### src/hdl/tprc_pkg.sv
// Shared types, constants and functions for the tile request priority compare block.
// Used by every module in hdl/; depends on nothing.
`default_nettype none
package tprc_pkg;

  localparam int REGION_SLOTS = 2;
  localparam int COORD_W      = 31;
  localparam int LEVEL_W      = 5;
  localparam int REG_W        = 64;
  localparam int CFG_IDX_W    = 3;
  // Signed working width: holds x+w-1 of a tile, left+width of a region, and -1.
  localparam int SPAN_W       = 35;
  localparam int DIST_W       = 32;
  localparam int SQ_W         = 2 * DIST_W;

  localparam logic [CFG_IDX_W-1:0] REG_FOCUS_X       = 3'd0;
  localparam logic [CFG_IDX_W-1:0] REG_FOCUS_Y       = 3'd1;
  localparam logic [CFG_IDX_W-1:0] REG_LOW_RES_FIRST = 3'd2;
  localparam logic [CFG_IDX_W-1:0] REG_REGION_COUNT  = 3'd3;
  localparam logic [CFG_IDX_W-1:0] REG_REGION_BASE   = 3'd4;

  typedef struct packed {
    logic [COORD_W-1:0]                    focus_x;
    logic [COORD_W-1:0]                    focus_y;
    logic                                  low_res_first;
    logic [1:0]                            region_count;
    logic [REGION_SLOTS-1:0][REG_W-1:0]    region_origin;
    logic [REGION_SLOTS-1:0][REG_W-1:0]    region_extent;
  } cfg_t;

  typedef struct packed {
    logic [COORD_W-1:0] x;
    logic [COORD_W-1:0] y;
    logic [COORD_W-1:0] w;
    logic [COORD_W-1:0] h;
    logic [LEVEL_W-1:0] level;
  } req_t;

  typedef struct packed {
    req_t a;
    req_t b;
  } req_pair_t;

  typedef struct packed {
    logic               hit;
    logic               hold;
    logic [DIST_W-1:0]  dx;
    logic [DIST_W-1:0]  dy;
    logic [LEVEL_W-1:0] level;
  } geom_t;

  typedef struct packed {
    geom_t a;
    geom_t b;
  } geom_pair_t;

  typedef struct packed {
    logic               hit;
    logic               hold;
    logic [SQ_W-1:0]    sqx;
    logic [SQ_W-1:0]    sqy;
    logic [LEVEL_W-1:0] level;
  } sq_t;

  typedef struct packed {
    sq_t a;
    sq_t b;
  } sq_pair_t;

  localparam logic signed [SPAN_W-1:0] SPAN_ONE = SPAN_W'(1);

  // Region overlap, focus containment and per-axis gap to the nearest pixel.
  function automatic geom_t req_geom(req_t r, cfg_t c);
    logic signed [SPAN_W-1:0] x1, y1, x2, y2, fx, fy;
    logic signed [SPAN_W-1:0] rl, rt, rr, rb, gx, gy;
    geom_t g;
    x1 = $signed({4'b0, r.x});
    y1 = $signed({4'b0, r.y});
    x2 = x1 + $signed({4'b0, r.w}) - SPAN_ONE;
    y2 = y1 + $signed({4'b0, r.h}) - SPAN_ONE;
    fx = $signed({4'b0, c.focus_x});
    fy = $signed({4'b0, c.focus_y});
    g.hit = 1'b0;
    for (int i = 0; i < REGION_SLOTS; i++) begin
      rl = $signed({3'b0, c.region_origin[i][63:32]});
      rt = $signed({3'b0, c.region_origin[i][31:0]});
      rr = rl + $signed({3'b0, c.region_extent[i][63:32]});
      rb = rt + $signed({3'b0, c.region_extent[i][31:0]});
      if (({30'b0, c.region_count} > 32'(i)) &&
          !(rl > x2 || rt > y2 || rr < x1 || rb < y1)) begin
        g.hit = 1'b1;
      end
    end
    g.hold = (fx >= x1) && (fy >= y1) && (fx <= x2) && (fy <= y2);
    // Clamp the focus to the span; the low end wins on an inverted span.
    if (fx < x1) begin
      gx = x1 - fx;
    end else if (fx > x2) begin
      gx = fx - x2;
    end else begin
      gx = '0;
    end
    if (fy < y1) begin
      gy = y1 - fy;
    end else if (fy > y2) begin
      gy = fy - y2;
    end else begin
      gy = '0;
    end
    g.dx    = gx[DIST_W-1:0];
    g.dy    = gy[DIST_W-1:0];
    g.level = r.level;
    return g;
  endfunction

  function automatic logic level_after(logic [LEVEL_W-1:0] la, logic [LEVEL_W-1:0] lb,
                                       logic low_res_first);
    logic res;
    if (la == lb) begin
      res = 1'b0;
    end else if (low_res_first) begin
      res = (la < lb);
    end else begin
      res = (la > lb);
    end
    return res;
  endfunction

endpackage
`default_nettype wire

### src/hdl/tprc_decide.sv
// Decision stage: sums squared distances and applies the ranking rules in order.
// Holds the result register. Depends on tprc_pkg.
`default_nettype none
module tprc_decide (
  input  wire logic                clk,
  input  wire logic                rst_n,
  input  wire logic                low_res_first,
  input  wire logic                up_valid,
  output logic                     up_ready,
  input  wire tprc_pkg::sq_pair_t  up_sq,
  output logic                     dn_valid,
  input  wire logic                dn_ready,
  output logic                     dn_after
);

  logic                         valid_r;
  logic                         after_r;
  logic                         after_nxt;
  logic                         lvl;
  logic [tprc_pkg::SQ_W-1:0]    da;
  logic [tprc_pkg::SQ_W-1:0]    db;

  assign up_ready = !valid_r || dn_ready;

  // Each squared gap is at most 2^62, so the sum fits without a carry out.
  assign da  = up_sq.a.sqx + up_sq.a.sqy;
  assign db  = up_sq.b.sqx + up_sq.b.sqy;
  assign lvl = tprc_pkg::level_after(up_sq.a.level, up_sq.b.level, low_res_first);

  always_comb begin
    if (up_sq.a.hit && up_sq.b.hit && (up_sq.a.level != up_sq.b.level)) begin
      after_nxt = lvl;
    end else if (up_sq.a.hit && !up_sq.b.hit) begin
      after_nxt = 1'b0;
    end else if (!up_sq.a.hit && up_sq.b.hit) begin
      after_nxt = 1'b1;
    end else if (up_sq.a.hold && up_sq.b.hold) begin
      after_nxt = lvl;
    end else if (up_sq.a.hold) begin
      after_nxt = 1'b0;
    end else if (up_sq.b.hold) begin
      after_nxt = 1'b1;
    end else if (da < db) begin
      after_nxt = 1'b0;
    end else if (da > db) begin
      after_nxt = 1'b1;
    end else begin
      after_nxt = lvl;
    end
  end

  always_ff @(posedge clk) begin
    if (!rst_n) begin
      valid_r <= 1'b0;
    end else if (up_ready) begin
      valid_r <= up_valid;
    end
  end

  always_ff @(posedge clk) begin
    if (up_ready && up_valid) begin
      after_r <= after_nxt;
    end
  end

  assign dn_valid = valid_r;
  assign dn_after = after_r;

endmodule
`default_nettype wire

### config.mk
export PLATFORM = sky130hd
export DESIGN_NAME = tprc_decide
export DESIGN_NICKNAME = d
export VERILOG_FILES = /design/src/hdl/tprc_pkg.sv /design/src/hdl/tprc_decide.sv
export SDC_FILE = /design/constraint.sdc
export NUM_CORES = 1
export LEC_CHECK = 0
export CAP_MARGIN = 30
export CORE_UTILIZATION = 45
export CTS_BUF_LIST = sky130_fd_sc_hd__clkbuf_4
export CTS_CLUSTER_DIAMETER = 200
export CTS_CLUSTER_SIZE = 25
export DETAILED_ROUTE_END_ITERATION = 6
export DONT_BUFFER_PORTS = 1
export SLEW_MARGIN = 20
export SYNTH_ARGS = -nofsm -noshare
export SYNTH_HDL_FRONTEND = slang
export SYNTH_SLANG_ARGS = --single-unit
### constraint.sdc
create_clock -name clk -period 7.1 [get_ports clk]
set_clock_uncertainty 0.1 [all_clocks]
set_input_delay 1.065 -clock clk [delete_from_list [all_inputs] [get_ports clk]]
set_output_delay 1.065 -clock clk [all_outputs]
set_load 0.01 [all_outputs]
======== Word level (Yosys, flattened, before mapping) ========
Index checks and enable logic that the tools add are counted.
storage, ports and cells
  output and inout bits ................... 3
  bits in registers ....................... 2
cells by class
  $add $sub $neg .......................... 2
  order comparisons ....................... 4
  multiplexer cells ....................... 10
  reductions and logical operators ........ 10
  equality and inequality tests ........... 2
operator list
  operator             count
  $add A64 B64 Y64     2
  $gt A64 B64 Y1       1
  $lt A64 B64 Y1       1
  $mux W1              10
  $logic_and A1 B1 Y1  6
  $eq A5 B5 Y1         1
  $gt A5 B5 Y1         1
  $lt A5 B5 Y1         1
  $ne A5 B5 Y1         1
  $logic_not A1 Y1     3
  $logic_or A1 B1 Y1   1

======== Longest topological paths before layout ========
  depth after elaboration ................. 11
  depth in mapped cells ................... 24
  mapped depth without buffers ............ 24

======== Worst setup path before layout ========
No wires, ideal clock.
  kind .................................... input to register
  start point ............................. input port up_sq[5] (netlist name)
  end point ............................... register after_r, in the netlist dn_after, data pin
  arrival time ............................ 5.057 ns
  library setup time ...................... 0.260 ns
  setup slack ............................. 1.683 ns
  stages on the path ...................... 20
  cells stage by stage .................... ha_1 inv_1 fa_1 nor2b_1 o2111ai_1 a21oi_1 o21bai_1 a2111oi_1 o221ai_1 o21ai_0 xnor2_1 ha_1 and3_1 nand3_1 or4_1 nor3_1 nand2_1 o31a_1 o22ai_1 a2bb2oi_1
on the way
  cells in the longest elaborated chain, start to end .. 10
  elaborated cells between the ends (all ways) .. 11
  classes of those cells .................. add/sub: 1; order compare: 2; mux: 8
ends and longest elaborated chain
  element                 line               source
  start: declaration      tprc_decide.sv:10  input wire tprc_pkg::sq_pair_t up_sq,
  $add A64 B64 Y64 *      tprc_decide.sv:27  assign db = up_sq.b.sqx + up_sq.b.sqy;
  $gt A64 B64 Y1          tprc_decide.sv:45  end else if (da > db) begin
  $mux W1                 tprc_decide.sv:45
  $mux W1 *               tprc_decide.sv:43  end else if (da < db) begin
  $mux W1 *               tprc_decide.sv:41  end else if (up_sq.b.hold) begin
  $mux W1 *               tprc_decide.sv:39  end else if (up_sq.a.hold) begin
  $mux W1 *               tprc_decide.sv:37  end else if (up_sq.a.hold && up_sq.b.hold) begin
  $mux W1 *               tprc_decide.sv:35  end else if (!up_sq.a.hit && up_sq.b.hit) begin
  $mux W1 *               tprc_decide.sv:33  end else if (up_sq.a.hit && !up_sq.b.hit) begin
  $mux W1 *               tprc_decide.sv:31  if (up_sq.a.hit && up_sq.b.hit && (up_sq.a.level != up_sq.b.level)) begin
  via after_nxt           tprc_decide.sv:18  logic after_nxt;
  end signal: assignment  tprc_decide.sv:62  after_r <= after_nxt;
  end: declaration        tprc_decide.sv:17  logic after_r;
Mark *: on every way through the listed nets, which the timed path passes. The rest lies on a longest branch.
A chain may end at the register's enable or synchronous reset.

======== Final worst setup path ========
Ends and elaborated chain as after synthesis.

==> results.yml <==
floorplanning:
  die_h_um: 145
  core-area_um2: 19700
  initial_core_util_pct: 46.5
  num_rows: 51
  die_area_um2: 20900
  pin_count: 278
  fp.dieW_um: 145
place:
  port_buffers: 0
  hpwl_mm: 25.3
  gp_congestion: 0.927
  placedInstanceArea_um2: 9290
  place_ws_ns: 0.708
cts:
  insertion_delay_ns: 0.22
  path_clk_slew_ns: 0.04
  ctsHoldBuffers: 0
  tritoncts: "done"
  cts_resized: 0
  cts_setup_buffers: 0
  h-tree-depth: 1
  numClockSinks: 2
  cts.path.max_buffers: 2
  cts_made_buffers: 3
  cts_root_buf: "clkbuf_4"
run:
  cap_viol_max_count: 0
min_path:
  min_from: "dn_valid"
  holdPathStages: 2
  hold_class: "reg -> reg"
global_routing:
  grt_max_degree: 12
  grt_pass1_wl_mm: 43.6
  antenna_found_initial: 0
  grt_overflow: 0
  grtUsageTotal_pct: 26.0
  grt_pass1_vias: 8724
timing:
  finalSetupTns_ns: 0
  fmax_mhz: 161
  setup_violations: 0
  min_period_ns: 6.19
  hold_violations: 0
  setup_ws_ns: 0.905
  slew_violations: 0
  rsz0062_at_grt: "no"
  finalCritPeriodShare_pct: 87.3
  worst-slew-pin-transition_ns: 0.859
  slew_headroom_pct: 41.2
worst_setup_path:
  worstSetupStartpoint: "up_sq[5]"
  cp_max_fo: 4
  setup.worst_path.start_class: "input port"
  reg2reg_depth: 2
  crit_path_end_kind: "flip-flop"
  cp.required_ns: 6.98
  reg2reg_from: "dn_valid"
  worstPathArrival_ns: 6.07
  crit_type: "in -> reg"
final_layout:
  num_antenna_cells: 0
  nets: 1737
  layout-drive-gt1-share_pct: 1.98
  syn_to_final_growth_pct: 1.64
  mostFrequentLayoutCells: "195 x ha_1, 172 x a21oi_1, 103 x nand2_1, 102 x a21o_1, 95 x o21ai_0"
  postLayoutCoreUtil_pct: 47.3
  final_common_cell: "ha_1"
  finalInstanceArea_um2: 9320
power_and_ir_drop:
  swShare_pct: 55.6
  ir_drop_mv: 0.0455
  comb_power_share_pct: 95.7
  powerDensity_nw_per_um2: 122
  p_switching_w: 0.000630
  internal-power_w: 0.000503
  p_total_w: 0.00113
  power_leakage_nw: 4.32
  power.share.clock_pct: 2.9
  pwr-share-seq_pct: 1.3
synthesis:
  syn-cell-area_um2: 9170
  synth_edf_count: 1
  synth_ff_type: "edfxtp_1"
  synthArstFlopShare_pct: 0
  synthCells: 1315
  synth-seq-cells: 2
  syn_avg_cell_area_um2: 6.97
  yosysUniqueCellTypes: 71
  yosys_warnings: 0
  yosysSeqAreaShare_pct: 0.546
  synth_nets: 1787
route:
  via_per_inst: 6.25
  drtIter0Drc: 456
  routed_wl_mm: 28.5
  ant_nets: 0
  routedWlPerCell_um: 18.7
  drc: 0
  vias: 9558
  first_pass_iters: 5
status:
  status: "completed"
-- layout make-up --
cell class              count  area (µm²)
multi-input cells        1215        8740
clock buffers               4        30.0
inverters                  42         158
repair buffers              1        7.51
well taps                 265         332
fillers                  2064       10400
flip-flops and latches      2        50.0
-- power by group through the flow --
stage                     combinational, W   clock, W  sequential (W)
after floorplan                   0.000840          0       0.0000148
after global placement             0.00106          0       0.0000154
after detailed placement           0.00107          0       0.0000155
after CTS                          0.00108  0.0000347       0.0000154
after global routing               0.00123  0.0000356       0.0000155
final                              0.00108  0.0000334       0.0000151
-- synthesized netlist by cell type (11+ instances only) --
| master | instances | area share, % |
|---|---|---|
| a21oi_1 | 172 | 9.4 |
| o21ai_0 | 95 | 5.2 |
| ha_1 | 195 | 27 |
| clkbuf_1 | 49 | 2.0 |
| nand4_1 | 46 | 3.1 |
| o21a_1 | 15 | 1.2 |
| nor2_1 | 73 | 3.0 |
| nand2b_1 | 23 | 1.6 |
| xnor2_1 | 75 | 7.2 |
| a31oi_1 | 13 | 0.89 |
| xor2_1 | 46 | 4.4 |
| nor2b_1 | 23 | 1.6 |
| and3_1 | 11 | 0.75 |
| o211ai_1 | 13 | 1.1 |
| o21bai_1 | 28 | 2.3 |
| nor3_1 | 23 | 1.3 |
| nand3_1 | 35 | 1.9 |
| nand2_1 | 103 | 4.2 |
| inv_1 | 42 | 1.7 |
| a21o_1 | 102 | 8.4 |
-- registers in the layout (all words and copies together), names as in the netlist --
name	count
dn_after	1
dn_valid	1
-- final timing paths --
| path | end | slack, ns |
|---|---|---|
| worst min register to register | dn_valid | 0.54 |
| worst max-delay path | dn_after | 0.91 |
| worst min-delay path | dn_valid | 0.54 |
| worst max register to register | dn_after | 6.05 |
-- cell families (layout without fill, tap and decap cells) --
family	after synthesis	after routing	share of synthesized area, %
simple gates	380	380	20.8
mux	2	2	0.218
fa+ha+maj	197	197	27.0
flops	2	2	0.546
buf+inv	98	47	4.11
xor+xnor	121	121	11.6
compound gates	515	515	35.7
-- critical path: stages --
cell and delay, ns:
ha_1 0.17, inv_1 0.06, fa_1 0.40, nor2b_1 0.17, o2111ai_1 0.16, a21oi_1 0.32, o21bai_1 0.15, a2111oi_1 0.58
o221ai_1 0.42, o31ai_1 0.61, xnor2_1 0.14, ha_1 0.19, a21o_1 0.17, a21o_1 0.16, a21oi_1 0.12, o21ai_0 0.13
a21oi_1 0.19, nor2_1 0.06, a211oi_1 0.43, a21oi_1 0.12, o22ai_1 0.16, a2bb2oi_1 0.08
-- metrics by stage --
step                      instances  hold slack (ns)
after floorplan                1315            0.510
after global placement         1525            0.535
after detailed placement       1525            0.547
after CTS                      1529            0.551
after global routing           1529            0.601
final                          1529            0.544
-- metal layers --
metal  part of all wire, %  routed length [µm]  vias up  GRT usage [%]
li1                      -                   -     4840              -
met1                    46               13200     4361           35.4
met2                    45               12800      333           43.8
met3                   7.5                2140       24           3.82
met4                   1.3                 357        0           3.66
met5                     0                   0        -              0
(Power assumes the default switching activity.)
