`config.mk`:
```
export PLATFORM = sky130hd
export DESIGN_NAME = tprc_geom
export DESIGN_NICKNAME = d
export VERILOG_FILES = /design/src/hdl/tprc_pkg.sv /design/src/hdl/tprc_geom.sv
export SDC_FILE = /design/constraint.sdc
export NUM_CORES = 2
export LEC_CHECK = 0
export BUFFER_PORTS_ARGS = -buffer_cell sky130_fd_sc_hd__buf_2
export CAP_MARGIN = 10
export CORE_MARGIN = 10
export CORE_UTILIZATION = 40
export DETAILED_ROUTE_END_ITERATION = 10
export PLACE_DENSITY = 0.69
export SYNTH_ARGS = -nofsm -noshare
export SYNTH_HDL_FRONTEND = slang
export SYNTH_SLANG_ARGS = --single-unit
```
`constraint.sdc`:
```
create_clock -name clk -period 6.99 [get_ports clk]
set_input_delay 1.398 -clock clk [delete_from_list [all_inputs] [get_ports clk]]
set_output_delay 1.398 -clock clk [all_outputs]
set_load 0.1 [all_outputs]
```
`src/hdl/tprc_pkg.sv`:
```
// Shared types, constants and functions for the tile request priority compare block.
// Used by every module in hdl/; depends on nothing.
`default_nettype none
package tprc_pkg;

  localparam int REGION_SLOTS = 2;
  localparam int COORD_W      = 31;
  localparam int LEVEL_W      = 5;
  localparam int REG_W        = 64;
  localparam int CFG_IDX_W    = 3;
  // Signed working width: holds x+w-1 of a tile, left+width of a region, and -1.
  localparam int SPAN_W       = 35;
  localparam int DIST_W       = 32;
  localparam int SQ_W         = 2 * DIST_W;

  localparam logic [CFG_IDX_W-1:0] REG_FOCUS_X       = 3'd0;
  localparam logic [CFG_IDX_W-1:0] REG_FOCUS_Y       = 3'd1;
  localparam logic [CFG_IDX_W-1:0] REG_LOW_RES_FIRST = 3'd2;
  localparam logic [CFG_IDX_W-1:0] REG_REGION_COUNT  = 3'd3;
  localparam logic [CFG_IDX_W-1:0] REG_REGION_BASE   = 3'd4;

  typedef struct packed {
    logic [COORD_W-1:0]                    focus_x;
    logic [COORD_W-1:0]                    focus_y;
    logic                                  low_res_first;
    logic [1:0]                            region_count;
    logic [REGION_SLOTS-1:0][REG_W-1:0]    region_origin;
    logic [REGION_SLOTS-1:0][REG_W-1:0]    region_extent;
  } cfg_t;

  typedef struct packed {
    logic [COORD_W-1:0] x;
    logic [COORD_W-1:0] y;
    logic [COORD_W-1:0] w;
    logic [COORD_W-1:0] h;
    logic [LEVEL_W-1:0] level;
  } req_t;

  typedef struct packed {
    req_t a;
    req_t b;
  } req_pair_t;

  typedef struct packed {
    logic               hit;
    logic               hold;
    logic [DIST_W-1:0]  dx;
    logic [DIST_W-1:0]  dy;
    logic [LEVEL_W-1:0] level;
  } geom_t;

  typedef struct packed {
    geom_t a;
    geom_t b;
  } geom_pair_t;

  typedef struct packed {
    logic               hit;
    logic               hold;
    logic [SQ_W-1:0]    sqx;
    logic [SQ_W-1:0]    sqy;
    logic [LEVEL_W-1:0] level;
  } sq_t;

  typedef struct packed {
    sq_t a;
    sq_t b;
  } sq_pair_t;

  localparam logic signed [SPAN_W-1:0] SPAN_ONE = SPAN_W'(1);

  // Region overlap, focus containment and per-axis gap to the nearest pixel.
  function automatic geom_t req_geom(req_t r, cfg_t c);
    logic signed [SPAN_W-1:0] x1, y1, x2, y2, fx, fy;
    logic signed [SPAN_W-1:0] rl, rt, rr, rb, gx, gy;
    geom_t g;
    x1 = $signed({4'b0, r.x});
    y1 = $signed({4'b0, r.y});
    x2 = x1 + $signed({4'b0, r.w}) - SPAN_ONE;
    y2 = y1 + $signed({4'b0, r.h}) - SPAN_ONE;
    fx = $signed({4'b0, c.focus_x});
    fy = $signed({4'b0, c.focus_y});
    g.hit = 1'b0;
    for (int i = 0; i < REGION_SLOTS; i++) begin
      rl = $signed({3'b0, c.region_origin[i][63:32]});
      rt = $signed({3'b0, c.region_origin[i][31:0]});
      rr = rl + $signed({3'b0, c.region_extent[i][63:32]});
      rb = rt + $signed({3'b0, c.region_extent[i][31:0]});
      if (({30'b0, c.region_count} > 32'(i)) &&
          !(rl > x2 || rt > y2 || rr < x1 || rb < y1)) begin
        g.hit = 1'b1;
      end
    end
    g.hold = (fx >= x1) && (fy >= y1) && (fx <= x2) && (fy <= y2);
    // Clamp the focus to the span; the low end wins on an inverted span.
    if (fx < x1) begin
      gx = x1 - fx;
    end else if (fx > x2) begin
      gx = fx - x2;
    end else begin
      gx = '0;
    end
    if (fy < y1) begin
      gy = y1 - fy;
    end else if (fy > y2) begin
      gy = fy - y2;
    end else begin
      gy = '0;
    end
    g.dx    = gx[DIST_W-1:0];
    g.dy    = gy[DIST_W-1:0];
    g.level = r.level;
    return g;
  endfunction

  function automatic logic level_after(logic [LEVEL_W-1:0] la, logic [LEVEL_W-1:0] lb,
                                       logic low_res_first);
    logic res;
    if (la == lb) begin
      res = 1'b0;
    end else if (low_res_first) begin
      res = (la < lb);
    end else begin
      res = (la > lb);
    end
    return res;
  endfunction

endpackage
`default_nettype wire

```
`src/hdl/tprc_geom.sv`:
```
// Geometry stage: region overlap, focus containment and axis gaps for both requests.
// Depends on tprc_pkg.
`default_nettype none
module tprc_geom (
  input  wire logic                  clk,
  input  wire logic                  rst_n,
  input  wire tprc_pkg::cfg_t        cfg,
  input  wire logic                  up_valid,
  output logic                       up_ready,
  input  wire tprc_pkg::req_pair_t   up_req,
  output logic                       dn_valid,
  input  wire logic                  dn_ready,
  output tprc_pkg::geom_pair_t       dn_geom
);

  logic                  valid_r;
  tprc_pkg::geom_pair_t  geom_r;
  tprc_pkg::geom_pair_t  geom_nxt;

  assign up_ready = !valid_r || dn_ready;

  always_comb begin
    geom_nxt.a = tprc_pkg::req_geom(up_req.a, cfg);
    geom_nxt.b = tprc_pkg::req_geom(up_req.b, cfg);
  end

  always_ff @(posedge clk) begin
    if (!rst_n) begin
      valid_r <= 1'b0;
    end else if (up_ready) begin
      valid_r <= up_valid;
    end
  end

  always_ff @(posedge clk) begin
    if (up_ready && up_valid) begin
      geom_r <= geom_nxt;
    end
  end

  assign dn_valid = valid_r;
  assign dn_geom  = geom_r;

endmodule
`default_nettype wire

```
Word level (Yosys, flattened, before mapping)
Index checks and enable logic that the tools add are counted.
{"block": "op_classes", "n_addsub": 20, "mul": 0, "div_mod_pow": 0, "order_cmp": 34, "eq_ne": 0, "n_shift": 0, "mux": 10, "bitwise": 0, "reduce_logical": 29}
{"operator": "33-bit > comparator", "n": 8}
{"operator": "32-bit two-way mux", "n": 8}
{"operator": "35-bit by 32-bit less-than comparator with 1-bit output", "n": 4}
{"operator": "32-bit by 32-bit adder with 33-bit output", "n": 4}
{"operator": "32-bit by 33-bit > comparator with 1-bit output", "n": 4}
{"operator": "32-bit by 33-bit less-or-equal comparator with 1-bit output", "n": 4}
{"operator": "33-bit by 31-bit less-than comparator with 1-bit output", "n": 4}
{"operator": "32-bit by 1-bit subtractor with 33-bit output, second input constant", "n": 4}
{"operator": "31-bit by 31-bit adder with 32-bit output", "n": 4}
{"operator": "31-bit by 31-bit subtractor with 32-bit output", "n": 4}
{"operator": "32-bit subtractor", "n": 4}
{"operator": "31-bit >= comparator", "n": 4}
{"operator": "31-bit less-than comparator", "n": 4}
{"operator": "1-bit logical OR", "n": 13}
{"operator": "1-bit logical AND", "n": 11}
{"operator": "1-bit logical NOT", "n": 5}
{"operator": "2-bit by 1-bit > comparator with 1-bit output, second input constant", "n": 2}
{"operator": "1-bit two-way mux", "n": 2}
{"block": "totals", "reg_bits": 143, "latch_bits": 0, "ramBits": 0, "romBits": 0, "input_bits": 583, "output_inout_bits": 144, "elab_cells": 104, "n_memories": 0}

Depth between registers and ports, before layout
{"block": "logic_depth", "word_depth": 9, "depth_mapped": 30, "ltp_nobuf": 29}

Worst setup path before layout
OpenSTA, ideal clock, no wires.
{"block": "synth_timing", "path_kind": "input -> register", "start": "input up_req[197] (netlist bit)", "end": "register geom_r, in the netlist dn_geom[106] (data pin)", "setup_time_ns": 0.271, "t_arrival_ns": 6.970, "required_ns": 6.719, "path_slack_ns": -0.252, "cell_stages": 29, "n_path_buf": 0, "path_cell_list": "inv_1 ha_1 inv_1 ha_1 fa_1 a211oi_1 o21bai_1 a21oi_1 nor2b_1 o21a_1 o21ai_0 nand2b_1 a21oi_1 o21ai_0 a21oi_1 xor2_1 ha_1 and4_1 a21oi_1 o211ai_1 a31oi_1 o311ai_0 maj3_1 maj3_1 a31oi_1 o211ai_1 o31ai_1 xor2_1 o22ai_1"}
{"element": "from (decl)", "line_no": "tprc_geom.sv:10", "rtl": "input wire tprc_pkg::req_pair_t up_req,"}
{"element": "to (signal assigned)", "line_no": "tprc_geom.sv:37", "rtl": "geom_r <= geom_nxt;"}
{"element": "to (decl)", "line_no": "tprc_geom.sv:17", "rtl": "tprc_pkg::geom_pair_t geom_r;"}

Worst setup path after layout
{"block": "layout_timing", "start": "input up_req[198] (netlist bit)", "end": "register geom_r, in the netlist dn_geom[141] (data pin)"}
{"block": "layout_between", "elab_chain_len": 9, "word_cells_on_any_way": 17, "classes_between": "add/sub: 2; order compare: 4; mux: 1; reduce/logical: 10"}
{"element": "31-bit by 31-bit adder with 32-bit output", "line_no": "tprc_pkg.sv:80", "rtl": "y2 = y1 + $signed({4'b0, r.h}) - SPAN_ONE;"}
{"element": "32-bit by 1-bit subtractor with 33-bit output", "line_no": "tprc_pkg.sv:80"}
{"element": "33-bit > comparator", "line_no": "tprc_pkg.sv:90", "rtl": "!(rl > x2 || rt > y2 || rr < x1 || rb < y1)) begin"}
{"element": "1-bit logical OR (3 in series)", "line_no": "tprc_pkg.sv:90"}
{"element": "1-bit logical NOT", "line_no": "tprc_pkg.sv:90"}
{"element": "1-bit logical AND", "line_no": "tprc_pkg.sv:89", "rtl": "if (({30'b0, c.region_count} > 32'(i)) &&"}
{"element": "1-bit two-way mux", "line_no": "tprc_pkg.sv:89"}
Parallel ways exist; a longest one is shown, timed or not.
A chain may end at the register's enable or synchronous reset.

==> run metrics <==
endpoint type of the worst setup path register; DR WL/cell 25.2 µm; RSZ-0062 raised after global routing yes; Clock Path Buffers 2; CP arrival 7.20 ns; Post-DRT Antenna Nets 0; Slew HR 0.311; Top-Level Pins 727; number of synthesized flops with an enable pin 142; DR iter-0 viols 3759; final worst path period share 0.976; Max Cap Violations 0; CP required 7.37 ns; via/cell ratio 5.82; Fin. Hold Viols 0; # hold bufs at CTS 0; Max H-tree Level 4; maximum VDD drop 0.184 mV; Layout Area Growth over Synthesis 28.4%; setup slack after layout 0.168 ns; total CTS buffers 17; sequential share of the synthesized area 0.0978; fin crit period 6.82 ns; Root Driver clkbuf_16; Post-Syn Instances 5586; FILL cells 10.7k; number of antenna violations at the first check in global routing 41; synth unique cells 99; max-slew violations 0; yosys warns 0; vias 49.6k; clk_lat worst skew 0.51 ns; die height 351 µm; post-route design area 56300 µm²; Worst Clk Skew 0.0246 ns; leak pwr 29.8 nW; Fmax 0.147 GHz; All-Layer GR Usage 0.329; P_int 0.00619 W; Slew @ Worst Pin 1.03 ns; CP Max Fanout 2; Starting Density 0.403; Gate power share 0.828; final wirelength 214000 µm; Setup WS pre-CTS -0.678 ns; PwrDens 238 nW/µm²; total iterations of the first detailed-routing run 5; Final Wtd Congestion 1.06; share of power burned in registers 0.100; async set-reset flop share out of synthesis 0; global-route wire length before repair 302000 µm; nets 8775; vias in the first global route 48.9k; Mean Syn Cell Area 7.84 µm²; Netlist Area Pre-Place 43800 µm²; reg2reg path depth 3; number of buffers added on ports 725; hold crit path type register to register; Yosys reg bits 143; Startpoint Class input pin; Rows 121; dpl hpwl 193000 µm; Setup Crit Path Kind input pin to register; CTS clk-pin slew, worst paths 0.09 ns; WHS 0.586 ns; share of cells above drive strength 1 0.242; die footprint 123000 µm²; Sinks on Clock Net 143; GRT overflow 0; switch share 0.538; NetSw 0.00721 W; core box area 109000 µm²; clock network fraction of design power 0.072; # DRC 0; final core area utilization 0.517; top_reg_cell synth edfxtp_1; Hold Path Cell Cnt 2; Setup-failing EPs final 0; status finished clean; largest net degree at the start of global routing 67; placed cell area 55100 µm²; Die W 351 µm; Synthesized Nets 7277; CTS tree yes
## synthesized netlist by cell type (17+ instances only)
| cell | number | area share |
|---|---|---|
| ha_1 | 1092 | 0.31 |
| inv_1 | 697 | 0.060 |
| a21oi_1 | 510 | 0.058 |
| a21o_1 | 349 | 0.060 |
| o21ai_0 | 318 | 0.036 |
| nand2_1 | 297 | 0.025 |
| xnor2_1 | 281 | 0.056 |
| nor2_1 | 256 | 0.022 |
| xor2_1 | 159 | 0.032 |
| edfxtp_1 | 142 | 0.097 |
| nand3_1 | 128 | 0.015 |
| nand4_1 | 104 | 0.015 |
| nand2b_1 | 100 | 0.014 |
| nor2b_1 | 98 | 0.014 |
| o22ai_1 | 82 | 0.012 |
| o21a_1 | 81 | 0.014 |
| nor3_1 | 71 | 0.0081 |
| o21bai_1 | 70 | 0.012 |
| a211oi_1 | 53 | 0.0091 |
| a31oi_1 | 49 | 0.0070 |
| and3_1 | 49 | 0.0070 |
| clkbuf_1 | 46 | 0.0039 |
| o211ai_1 | 40 | 0.0069 |
| and4_1 | 37 | 0.0074 |
| or3_1 | 29 | 0.0041 |
| o31ai_1 | 28 | 0.0048 |
| a21boi_0 | 21 | 0.0036 |
| maj3_1 | 21 | 0.0048 |
| or2_2 | 20 | 0.0029 |
| a211o_1 | 19 | 0.0038 |
| and2_1 | 19 | 0.0027 |
| a2111oi_0 | 18 | 0.0036 |
| nor4_1 | 18 | 0.0026 |
| o2111ai_1 | 17 | 0.0034 |
## layout by cell type (no fill, tap or decap), drive strengths merged, types with 13 or more instances in the layout
master / n
xor2: 159
and4: 37
a21o: 349
nand4: 104
ha: 1092
o21a: 81
a2111oi: 20
o211ai: 41
o41ai: 13
o2111ai: 17
edfxtp: 142
nand3: 128
a31oi: 51
nand2: 297
a221oi: 14
and3: 49
xnor2: 281
nor4: 18
or3: 29
o21ai: 327
maj3: 25
a21boi: 22
and2: 19
o31ai: 29
buf: 1536
clkbuf: 21
a211oi: 54
inv: 705
a221o: 14
nor2: 256
o21bai: 70
fa: 16
nor2b: 98
a21oi: 512
o22ai: 82
nor3: 71
or2: 22
a211o: 19
nand2b: 101
## critical path, stage by stage
cell and delay [ns]:
buf_2 0.10, inv_2 0.05, ha_1 0.26, inv_1 0.05
ha_1 0.32, a211oi_2 0.29, o21ai_1 0.15, buf_4 0.17
and4bb_1 0.21, a2111oi_1 0.45, buf_4 0.18, o21ba_2 0.15
a211oi_1 0.13, a41o_1 0.29, a21o_1 0.19, a21oi_1 0.17
xor2_1 0.11, buf_4 0.16, buf_4 0.13, ha_1 0.28
nand4_1 0.28, or4_1 0.60, o211ai_1 0.49, or4b_1 0.47
o21ai_1 0.09
## per-layer routing
metal | GRT usage | wire length [µm] | part of all wire | up-vias
met1 | 0.393 | 83800 | 0.39 | 23280
met5 | 0 | 174 | 0.00081 | -
li1 | - | - | - | 23584
met2 | 0.564 | 99300 | 0.46 | 2194
met3 | 0.0510 | 17500 | 0.082 | 495
met4 | 0.179 | 13700 | 0.064 | 26
## sequential cells by signal, indices dropped and copies added, names as in the netlist
register  cells
dn_geom     142
dn_valid      1
## worst paths after layout
path / start / slack (ns) / to
max: up_req[198] / 0.17 / dn_geom[141]
min: dn_valid / 0.59 / dn_valid
max reg2reg: dn_valid / 4.82 / dn_geom[41]
min reg2reg: dn_valid / 0.59 / dn_valid
## layout make-up
cell class | instances | area [µm²] | area share
multi-input combinational | 4685 | 37100 | 0.660
timing repair buffer | 1539 | 9910 | 0.176
sequential | 143 | 4280 | 0.0761
inverter | 698 | 2620 | 0.0466
tap | 1414 | 1770 | 0.0314
clock buffer | 18 | 429 | 0.00762
clock inverter | 14 | 121 | 0.00216
antenna | 8 | 20.0 | 0.000356
## repair_timing
item	4_1_cts	5_1_grt
resized for setup	9	89
buffers inserted	2	16
gates cloned	0	3
pin swaps	6	73
setup endpoints to repair	13	121
## metrics by stage
stage	power, W	setup TNS, ns	instances
after floorplan	0.00793	0	5586
after global placement	0.0119	-40.13	8458
after detailed placement	0.0120	-46.14	8458
after CTS	0.0130	0	8492
after global routing	0.0143	-0.560	8517
final	0.0134	0	8519
## power by group through the flow
stage          Clock [W]  Combinational (W)  Sequential, W
2_1_floorplan          0            0.00560        0.00232
3_3_place_gp           0             0.0105        0.00135
3_5_place_dp           0             0.0106        0.00134
4_1_cts         0.000982             0.0107        0.00133
5_1_grt          0.00100             0.0120        0.00134
6_report        0.000966             0.0111        0.00134
## logic make-up after synthesis
family / share of synthesized area
AO/OA/AOI/OAI: 0.272
XOR/XNOR: 0.0890
adder cells (fa/ha/maj): 0.325
buffers and inverters: 0.0659
flip-flops: 0.0978
multiplexers: 0.00166
AND/OR/NAND/NOR: 0.149
Power figures use the tool's default switching activity.
